**src/rtl/m44i_pkg.sv**
```systemverilog
package m44i_pkg;

  localparam int EL_W          = 32;   // element and result field width
  localparam int ROW_W         = 2;
  localparam int DIG_W         = 8;    // multiplier digit width
  localparam int NDIG          = EL_W / DIG_W;
  localparam int DIG_CNT_W     = $clog2(NDIG);
  localparam int AW            = 132;  // exact width of minors, cofactors and determinant
  localparam int NTMP          = 28;   // 12 minors + 16 cofactors
  localparam int TMP_W         = 5;
  localparam int NOPS          = 76;   // 24 minor, 48 cofactor, 4 determinant terms
  localparam int OP_W          = 7;
  localparam int FRAC_BITS_DEF = 16;
  localparam int WORD_BITS_DEF = 32;

  localparam logic [TMP_W-1:0] DST_DET  = 5'd28;
  localparam logic [TMP_W-1:0] COF_BASE = 5'd12;

  typedef struct packed {
    logic [3:0]       a_addr;  // element address row*4+col
    logic             b_is_el; // second operand is an element
    logic [TMP_W-1:0] b_idx;   // element address or temp index
    logic             sub;     // subtract this term
    logic             first;   // clear accumulator
    logic             last;    // write accumulator to dst
    logic [TMP_W-1:0] dst;
  } op_t;

  function automatic int pair_c1(input int p);
    int r;
    r = (p < 3) ? 0 : ((p < 5) ? 1 : 2);
    return r;
  endfunction

  function automatic int pair_c2(input int p);
    int r;
    unique case (p)
      0: r = 1;
      1: r = 2;
      2: r = 3;
      3: r = 2;
      4: r = 3;
      default: r = 3;
    endcase
    return r;
  endfunction

  function automatic int pair_idx(input int x, input int y);
    int r;
    r = (x == 0) ? (y - 1) : ((x == 1) ? (y + 1) : 5);
    return r;
  endfunction

  // Microcode: one multiply-accumulate term per entry.
  function automatic op_t op_decode(input logic [OP_W-1:0] idx);
    op_t o;
    int  k, m, t, ra, rb, c1, c2, ci, p, i, j, r, base, cc0, cc1, cc2, col, x, y, n;
    o = '0;
    k = int'(idx);
    if (k < 24) begin
      m  = k / 2;
      t  = k % 2;
      ra = (m < 6) ? 2 : 0;
      rb = ra + 1;
      c1 = pair_c1((m < 6) ? m : m - 6);
      c2 = pair_c2((m < 6) ? m : m - 6);
      o.b_is_el = 1'b1;
      if (t == 0) begin
        o.a_addr = 4'(4 * ra + c1);
        o.b_idx  = 5'(4 * rb + c2);
        o.sub    = 1'b0;
      end else begin
        o.a_addr = 4'(4 * ra + c2);
        o.b_idx  = 5'(4 * rb + c1);
        o.sub    = 1'b1;
      end
      o.first = (t == 0);
      o.last  = (t == 1);
      o.dst   = 5'(m);
    end else if (k < 72) begin
      ci = 0;
      for (n = 1; n < 16; n++) begin
        if (k - 24 >= 3 * n) ci = n;
      end
      p    = k - 24 - 3 * ci;
      i    = ci / 4;
      j    = ci % 4;
      cc0  = (j == 0) ? 1 : 0;
      cc1  = (j <= 1) ? 2 : 1;
      cc2  = (j <= 2) ? 3 : 2;
      r    = i ^ 1;
      base = (i < 2) ? 0 : 6;
      if (p == 0) begin
        col = cc0; x = cc1; y = cc2;
      end else if (p == 1) begin
        col = cc1; x = cc0; y = cc2;
      end else begin
        col = cc2; x = cc0; y = cc1;
      end
      o.a_addr  = 4'(4 * r + col);
      o.b_is_el = 1'b0;
      o.b_idx   = 5'(base + pair_idx(x, y));
      o.sub     = (p == 1) ^ (((i + j) % 2) == 1);
      o.first   = (p == 0);
      o.last    = (p == 2);
      o.dst     = 5'(12 + ci);
    end else begin
      j = k - 72;
      o.a_addr  = 4'(j);
      o.b_is_el = 1'b0;
      o.b_idx   = 5'(12 + j);
      o.sub     = 1'b0;
      o.first   = (j == 0);
      o.last    = (j == 3);
      o.dst     = DST_DET;
    end
    return o;
  endfunction

endpackage

```
**src/rtl/m44i_div.sv**
```systemverilog
module m44i_div #(
  parameter int FRAC_BITS = m44i_pkg::FRAC_BITS_DEF,
  parameter int WORD_BITS = m44i_pkg::WORD_BITS_DEF
) (
  input  logic                               clk,
  input  logic                               rst_n,
  input  logic                               start,
  input  logic signed [m44i_pkg::AW-1:0]     num,
  input  logic signed [m44i_pkg::AW-1:0]     den,
  output logic                               done,
  output logic [m44i_pkg::EL_W-1:0]          quo
);
  import m44i_pkg::*;

  localparam int SH_W  = (2 * FRAC_BITS > WORD_BITS + 1) ? 2 * FRAC_BITS : WORD_BITS + 1;
  localparam int CW    = AW + SH_W;
  localparam int QW    = WORD_BITS + 2;
  localparam int CNT_W = $clog2(QW + 1);
  localparam int XW    = QW + EL_W;
  localparam logic [QW-1:0] LIM = {{(QW-1){1'b0}}, 1'b1} << (WORD_BITS - 1);

  logic [CW-1:0]    rem_r, dv_r;
  logic [QW-1:0]    q_r;
  logic             neg_r, done_r;
  logic [CNT_W-1:0] cnt_r;
  logic [AW-1:0]    nmag, dmag;
  logic             ge;
  logic [QW-1:0]    mag;
  logic [XW-1:0]    sval;

  assign nmag = num[AW-1] ? AW'(-num) : AW'(num);
  assign dmag = den[AW-1] ? AW'(-den) : AW'(den);
  assign ge   = (rem_r >= dv_r);

  always_ff @(posedge clk) begin
    if (!rst_n) begin
      cnt_r  <= '0;
      done_r <= 1'b0;
    end else begin
      done_r <= 1'b0;
      if (start) begin
        cnt_r <= CNT_W'(QW);
      end else if (cnt_r != '0) begin
        cnt_r <= cnt_r - 1'b1;
        if (cnt_r == CNT_W'(1)) done_r <= 1'b1;
      end
    end
  end

  // restoring division, one quotient bit per cycle from bit WORD_BITS+1 down
  always_ff @(posedge clk) begin
    if (start) begin
      rem_r <= CW'(nmag) << (2 * FRAC_BITS);
      dv_r  <= CW'(dmag) << (WORD_BITS + 1);
      neg_r <= num[AW-1] ^ den[AW-1];
      q_r   <= '0;
    end else if (cnt_r != '0) begin
      if (ge) rem_r <= rem_r - dv_r;
      dv_r <= dv_r >> 1;
      q_r  <= {q_r[QW-2:0], ge};
    end
  end

  always_comb begin
    if (neg_r) mag = (q_r > LIM) ? LIM : q_r;
    else       mag = (q_r > LIM - 1'b1) ? LIM - 1'b1 : q_r;
    sval = neg_r ? XW'(-{{EL_W{1'b0}}, mag}) : {{EL_W{1'b0}}, mag};
  end

  assign done = done_r;
  assign quo  = sval[EL_W-1:0];

endmodule

```
**config.mk**
```make
export PLATFORM = sky130hd
export DESIGN_NAME = m44i_div
export DESIGN_NICKNAME = d
export VERILOG_FILES = /design/src/rtl/m44i_pkg.sv /design/src/rtl/m44i_div.sv
export SDC_FILE = /design/constraint.sdc
export NUM_CORES = 1
export LEC_CHECK = 0
export BUFFER_PORTS_ARGS = -buffer_cell sky130_fd_sc_hd__clkbuf_2
export CAP_MARGIN = 20
export CORE_MARGIN = 4
export CORE_UTILIZATION = 44
export DETAILED_ROUTE_END_ITERATION = 8
export GPL_TIMING_DRIVEN = 0
export MAX_ROUTING_LAYER = met4
export PLACE_DENSITY = 0.71
export RECOVER_POWER = 25
export SLEW_MARGIN = 0
export SYNTH_ARGS = -nofsm -noshare
export SYNTH_HDL_FRONTEND = slang
export SYNTH_SLANG_ARGS = --single-unit
export TNS_END_PERCENT = 30
```
**constraint.sdc**
```tcl
create_clock -name clk -period 7.7 [get_ports clk]
set_input_delay 1.54 -clock clk [delete_from_list [all_inputs] [get_ports clk]]
set_output_delay 1.54 -clock clk [all_outputs]
set_load 0.01 [all_outputs]
```
==> results of run 1 <==
[metal layers]
layer,track usage,routed length (um),vias to the layer above
met4,0.133,6320,0
met2,0.532,63700,1891
met5,-,0,-
met1,0.466,61100,17100
li1,-,-,16700
met3,0.0674,14900,258
[layout make-up]
cell class                 instances  area, um^2
inverter                         231         872
fill                            7594       37600
clock inverter                    27         305
antenna                           29        72.6
clock buffer                      59        1340
multi-input combinational       3513       21900
sequential                       372       10100
tap                             1030        1290
buffer                           242         922
timing repair buffer             315        1680
[worst max-delay path by stage]
stage,from,end,slack [ns],cells past startpoint
finish,q_r[23],quo[20],0.86,18
global route,q_r[23],quo[20],0.62,18
CTS,q_r[23],quo[20],0.95,18
detailed placement,den[22],dv_r[160],0.88,13
global placement,dv_r[3],rem_r[1],-1.76,13
floorplan,dv_r[3],rem_r[0],2.00,13
[per-stage QoR]
stage / setup TNS [ns] / setup WS [ns]
floorplan: 0 / 2.00
global placement: -219.50 / -1.76
detailed placement: 0 / 0.880
CTS: 0 / 0.953
global route: 0 / 0.623
finish: 0 / 0.859
[power by group]
part           total (mW)  internal, mW  switching (mW)
sequential           3.17          2.93           0.241
combinational        9.23          3.01            6.21
clock                2.39          1.40           0.986
[placed cells by master, fill, tap and decap left out, drive strengths merged, types with 82 or more instances in the layout]
master / instances
dfxtp: 107
o31ai: 152
o21ai: 402
xnor2: 346
nor2: 242
edfxtp: 265
a22o: 92
ha: 171
a21oi: 380
nand2: 702
clkbuf: 579
nand4: 101
inv: 237
xor2: 82
[state kept, by name, summed over array words and instances (netlist names)]
signal / flops
neg_r: 1
dv_r: 165
done: 1
q_r: 34
cnt_r: 6
rem_r: 165
[logic make-up (layout without fill, tap and decap cells)]
logic type	Yosys count	in the layout
AO/OA/AOI/OAI	1377	1377
XOR/XNOR	428	428
adder cells (fa/ha/maj)	172	172
buffers and inverters	473	874
flip-flops	372	372
multiplexers	6	6
other	0	29
AND/OR/NAND/NOR	1530	1530
[worst max-delay path, stage by stage, from the launching register on]
cell	delay, ns
dfxtp_1	0.29
clkbuf_1	0.20
nor4_1	0.52
nand2_1	0.18
nor4_1	0.38
a41oi_1	0.26
nand2_1	0.38
clkbuf_1	0.49
nand2_1	0.11
nand2_1	0.10
inv_1	0.05
ha_1	0.28
nand2_1	0.17
a21oi_1	0.10
nand4_1	0.17
o21ai_1	0.29
and2_1	0.30
o211ai_1	0.22
clkbuf_2	0.18
==> results.sh, run 1 <==
export IMPL_rows=101
export IMPL_yosys_warnings=0
export IMPL_placement_io_buffers=297
export IMPL_synth_edf_count=265
export IMPL_dp_cells=5700
export IMPL_r2r_end="rem_r[163]"
export IMPL_synth_top_family_by_area="compound AO/OA/AOI/OAI gates"
export IMPL_skew_ns=0.0206
export IMPL_cp_required_ns=6.16
export IMPL_root_buffer="clkbuf_16"
export IMPL_design_area_um2=38500
export IMPL_grt_use_total=0.351
export IMPL_worstSetupPathType="flip-flop to output port"
export IMPL_hold_viol_final=0
export IMPL_r2r_slack_ns=1.52
export IMPL_grt_pass1_vias=33400
export IMPL_routedWlPerCell_um=25.1
export IMPL_cts_tree="yes"
export IMPL_clock_path_buffers=3
export IMPL_die_area_um2=81300
export IMPL_drv_cap=2
export IMPL_fin_crit_ns=6.84
export IMPL_start_kind="flip-flop"
export IMPL_min_delay_start="rem_r[3]"
export IMPL_maxClockFrequency_mhz=146
export IMPL_status="finished with violations"
export IMPL_yosysTopAreaCellShare=0.235
export IMPL_r2r_start="dv_r[52]"
export IMPL_drive_gt1_frac=0.0975
export IMPL_ys_ff_latch=372
export IMPL_coreArea_um2=76100
export IMPL_max_slew_worst_pin_slew_ns=3.90
export IMPL_synth_area_leader_cell="edfxtp_1"
export IMPL_finalSetupViolCount=0
export IMPL_synth_fa_ha_area_frac=0.0639
export IMPL_synth_compound_area_frac=0.257
export IMPL_grt_overflow=0
export IMPL_grt_pass1_wl_mm=212
export IMPL_totalPowerFinal_mw=14.8
export IMPL_avgSynthCellArea_um2=7.76
export IMPL_power_density_nw_per_um2=384
export IMPL_utilization=0.506
export IMPL_nNetsFinal=5160
export IMPL_drc=0
export IMPL_drt_iter0_markers=4461
export IMPL_path_clk_slew_ns=0.06
export IMPL_clkLatencyLatePin_ns=0.62
export IMPL_crit_arrival_ns=5.30
export IMPL_worstRegToRegCells=16
export IMPL_synth_cell_types=81
export IMPL_synth_flop_cell="edfxtp_1"
export IMPL_fp_dieW_um=285
export IMPL_violations="max-capacitance violations, max-slew violations"
export IMPL_cts_setup_buffers=0
export IMPL_numClockSinks=372
export IMPL_rsz0062_at_grt="no"
export IMPL_synthSimpleGateAreaFrac=0.215
export IMPL_finalCritPeriodShare=0.888
export IMPL_leakage_nw=14.8
export IMPL_ant_nets=0
export IMPL_synth_fp_nets=4797
export IMPL_netlist_area_um2=33800
export IMPL_drt_wl_total_mm=146
export IMPL_initial_core_util=0.444
export IMPL_ir_worst_vdd_v=0.000199
export IMPL_htree_levels=2
export IMPL_final_cells=5818
export IMPL_synthArstFlopShare=0
export IMPL_vias=35900
export IMPL_place_congestion=1.08
export IMPL_ctsHoldBuffers=0
export IMPL_relSlewSlack=-1.60
export IMPL_synthTopCellsByCount="702 x nand2_1, 393 x o21ai_0, 380 x a21oi_1"
export IMPL_postCtsResizedCells=0
export IMPL_antenna_found_initial=29
export IMPL_seq_area_frac_synth=0.299
export IMPL_drv_slew=116
export IMPL_worst_hold_slack_ns=0.464
export IMPL_dr_pass1_iters=6
export IMPL_hold_class="flip-flop to flip-flop"
export IMPL_areaGrowthSynthToFinish_pct=13.9
export IMPL_postPlaceCellArea_um2=36800
export IMPL_grt_max_degree=75
export IMPL_yosysMostFrequentCell="nand2_1"
export IMPL_yosys_top_cells_area="edfxtp_1 24%, xnor2_1 9.0%, nand2_1 7.8%"
export IMPL_avgViaCountPerCell=6.16
export IMPL_synthMuxAreaShare=0.00189
export IMPL_io_pins=300
export IMPL_crit_fanout=10
export IMPL_die_h_um=285
export IMPL_numCtsBuffers=46
export IMPL_whs_path_depth=2
export IMPL_hpwl_mm=119
export IMPL_synth_xor_area_frac=0.111
export IMPL_hold_end="rem_r[3]"
export IMPL_synth_cells=4358
export IMPL_critPathCaptureType="output port"
Note: power is estimated with default switching activity, not from simulation.
==> run 2: changes to the inputs <==
--- a/config.mk
+++ b/config.mk
@@ -7,8 +7,8 @@
 export LEC_CHECK = 0
 export BUFFER_PORTS_ARGS = -buffer_cell sky130_fd_sc_hd__clkbuf_2
 export CAP_MARGIN = 20
-export CORE_MARGIN = 4
 export CORE_UTILIZATION = 44
+export CTS_BUF_LIST = sky130_fd_sc_hd__clkbuf_4 sky130_fd_sc_hd__clkbuf_8 sky130_fd_sc_hd__clkbuf_16
 export DETAILED_ROUTE_END_ITERATION = 8
 export GPL_TIMING_DRIVEN = 0
 export MAX_ROUTING_LAYER = met4
==> results.sh, run 2 (synthesis results as in run 1) <==
export IMPL_routedWlPerCell_um=25.3
export IMPL_grt_overflow=0
export IMPL_areaGrowthSynthToFinish_pct=14.2
export IMPL_hold_viol_final=0
export IMPL_ctsHoldBuffers=0
export IMPL_utilization=0.508
export IMPL_drv_cap=2
export IMPL_most_common_layout_cells="702 x nand2_1, 393 x o21ai_0, 380 x a21oi_1"
export IMPL_avgViaCountPerCell=6.14
export IMPL_placement_io_buffers=297
export IMPL_power_density_nw_per_um2=387
export IMPL_top_regs="dv_r: 165 flops, rem_r: 165 flops, q_r: 34 flops"
export IMPL_drive_gt1_frac=0.0997
export IMPL_numCtsBuffers=46
export IMPL_final_common_cell="nand2_1"
export IMPL_tns_ns=0
export IMPL_hold_class="flip-flop to flip-flop"
export IMPL_critPathCaptureType="output port"
export IMPL_hpwl_mm=120
export IMPL_coreArea_um2=75900
export IMPL_leakage_nw=14.9
export IMPL_vias=35800
export IMPL_cts_tree="yes"
export IMPL_worstSetupPathType="flip-flop to output port"
export IMPL_finalCritPeriodShare=0.895
export IMPL_grt_pass1_vias=33300
export IMPL_htree_levels=2
export IMPL_grt_pass1_wl_mm=214
export IMPL_worstRegToRegCells=15
export IMPL_initial_core_util=0.445
export IMPL_start_kind="flip-flop"
export IMPL_finalWorstSetupSlack_ns=0.811
export IMPL_drv_slew=125
export IMPL_finalSetupViolCount=0
export IMPL_status="finished with violations"
export IMPL_antenna_found_initial=29
export IMPL_rows=101
export IMPL_cts_setup_buffers=0
export IMPL_fp_dieW_um=279
export IMPL_dr_pass1_iters=6
export IMPL_fin_crit_ns=6.89
export IMPL_io_pins=300
export IMPL_crit_arrival_ns=5.35
export IMPL_die_h_um=279
export IMPL_crit_fanout=10
export IMPL_cp_required_ns=6.16
export IMPL_rsz0062_at_grt="no"
export IMPL_drt_iter0_markers=3891
export IMPL_whs_path_depth=2
export IMPL_ant_nets=0
export IMPL_place_ws_ns=0.845
export IMPL_drc=0
export IMPL_root_buffer="clkbuf_16"
export IMPL_skew_ns=0.0211
export IMPL_violations="max-capacitance violations, max-slew violations"
export IMPL_max_slew_worst_pin_slew_ns=3.96
export IMPL_path_clk_slew_ns=0.06
export IMPL_place_congestion=1.05
export IMPL_die_area_um2=77900
export IMPL_clock_path_buffers=3
export IMPL_postCtsResizedCells=0
export IMPL_grt_use_total=0.377
export IMPL_grt_max_degree=88
export IMPL_clkLatencyLatePin_ns=0.62
export IMPL_drt_wl_total_mm=147
export IMPL_relSlewSlack=-1.64
export IMPL_maxClockFrequency_mhz=145
export IMPL_numClockSinks=372
export IMPL_ir_worst_vdd_v=0.000217
export IMPL_nNetsFinal=5167
-- run 2: metal layers --
| layer | vias up | share of wire | global-route usage |
|---|---|---|---|
| li1 | 16700 | - | - |
| met1 | 17100 | 0.42 | 0.495 |
| met2 | 1721 | 0.43 | 0.563 |
| met3 | 262 | 0.097 | 0.0710 |
| met4 | 0 | 0.046 | 0.165 |
| met5 | - | 0 | - |
-- run 2: power by group --
part | switching, mW | internal, mW | total, mW
registers | 0.251 | 2.93 | 3.18
logic | 6.30 | 3.03 | 9.34
clock network | 0.975 | 1.46 | 2.44
-- run 2: layout make-up --
class | instances | area, um^2
multi-input combinational | 3513 | 21900
clock buffer | 58 | 1290
fill | 7534 | 37300
inverter | 231 | 872
tap | 1030 | 1290
sequential | 372 | 10100
clock inverter | 28 | 373
buffer | 242 | 922
timing repair buffer | 322 | 1770
antenna | 27 | 67.6
-- run 2: metrics by stage --
stage	std cells	hold slack (ns)	area (um^2)	total power [mW]
2_1_floorplan	4358	0.432	33800	9.26
3_3_place_gp	5685	0.442	36600	12.2
3_5_place_dp	5706	0.454	36900	12.2
4_1_cts	5792	0.467	38600	14.7
5_1_grt	5821	0.481	38600	15.8
6_report	5823	0.461	38600	15.0
-- run 2: worst paths after layout --
check / slack (ns) / endpoint / start
worst max-delay path: 0.81 / quo[20] / q_r[8]
worst min register to register: 0.46 / rem_r[3] / rem_r[3]
worst min-delay path: 0.46 / rem_r[3] / rem_r[3]
worst max register to register: 1.50 / rem_r[163] / rem_r[59]
-- run 2: worst max-delay path, stage by stage, from the launching register on --
cell and delay, ns:
dfxtp_1 0.29, clkbuf_1 0.21, or4_1 0.63, nor4_1 0.38, a41oi_1 0.27, nand2_1 0.40, clkbuf_1 0.51, nand2_1 0.10
nand2_1 0.11, inv_1 0.06, ha_1 0.26, nand2_1 0.18, a21oi_1 0.11, nand4_1 0.18, o21ai_1 0.30, and2_1 0.31
o211ai_1 0.23, clkbuf_2 0.18
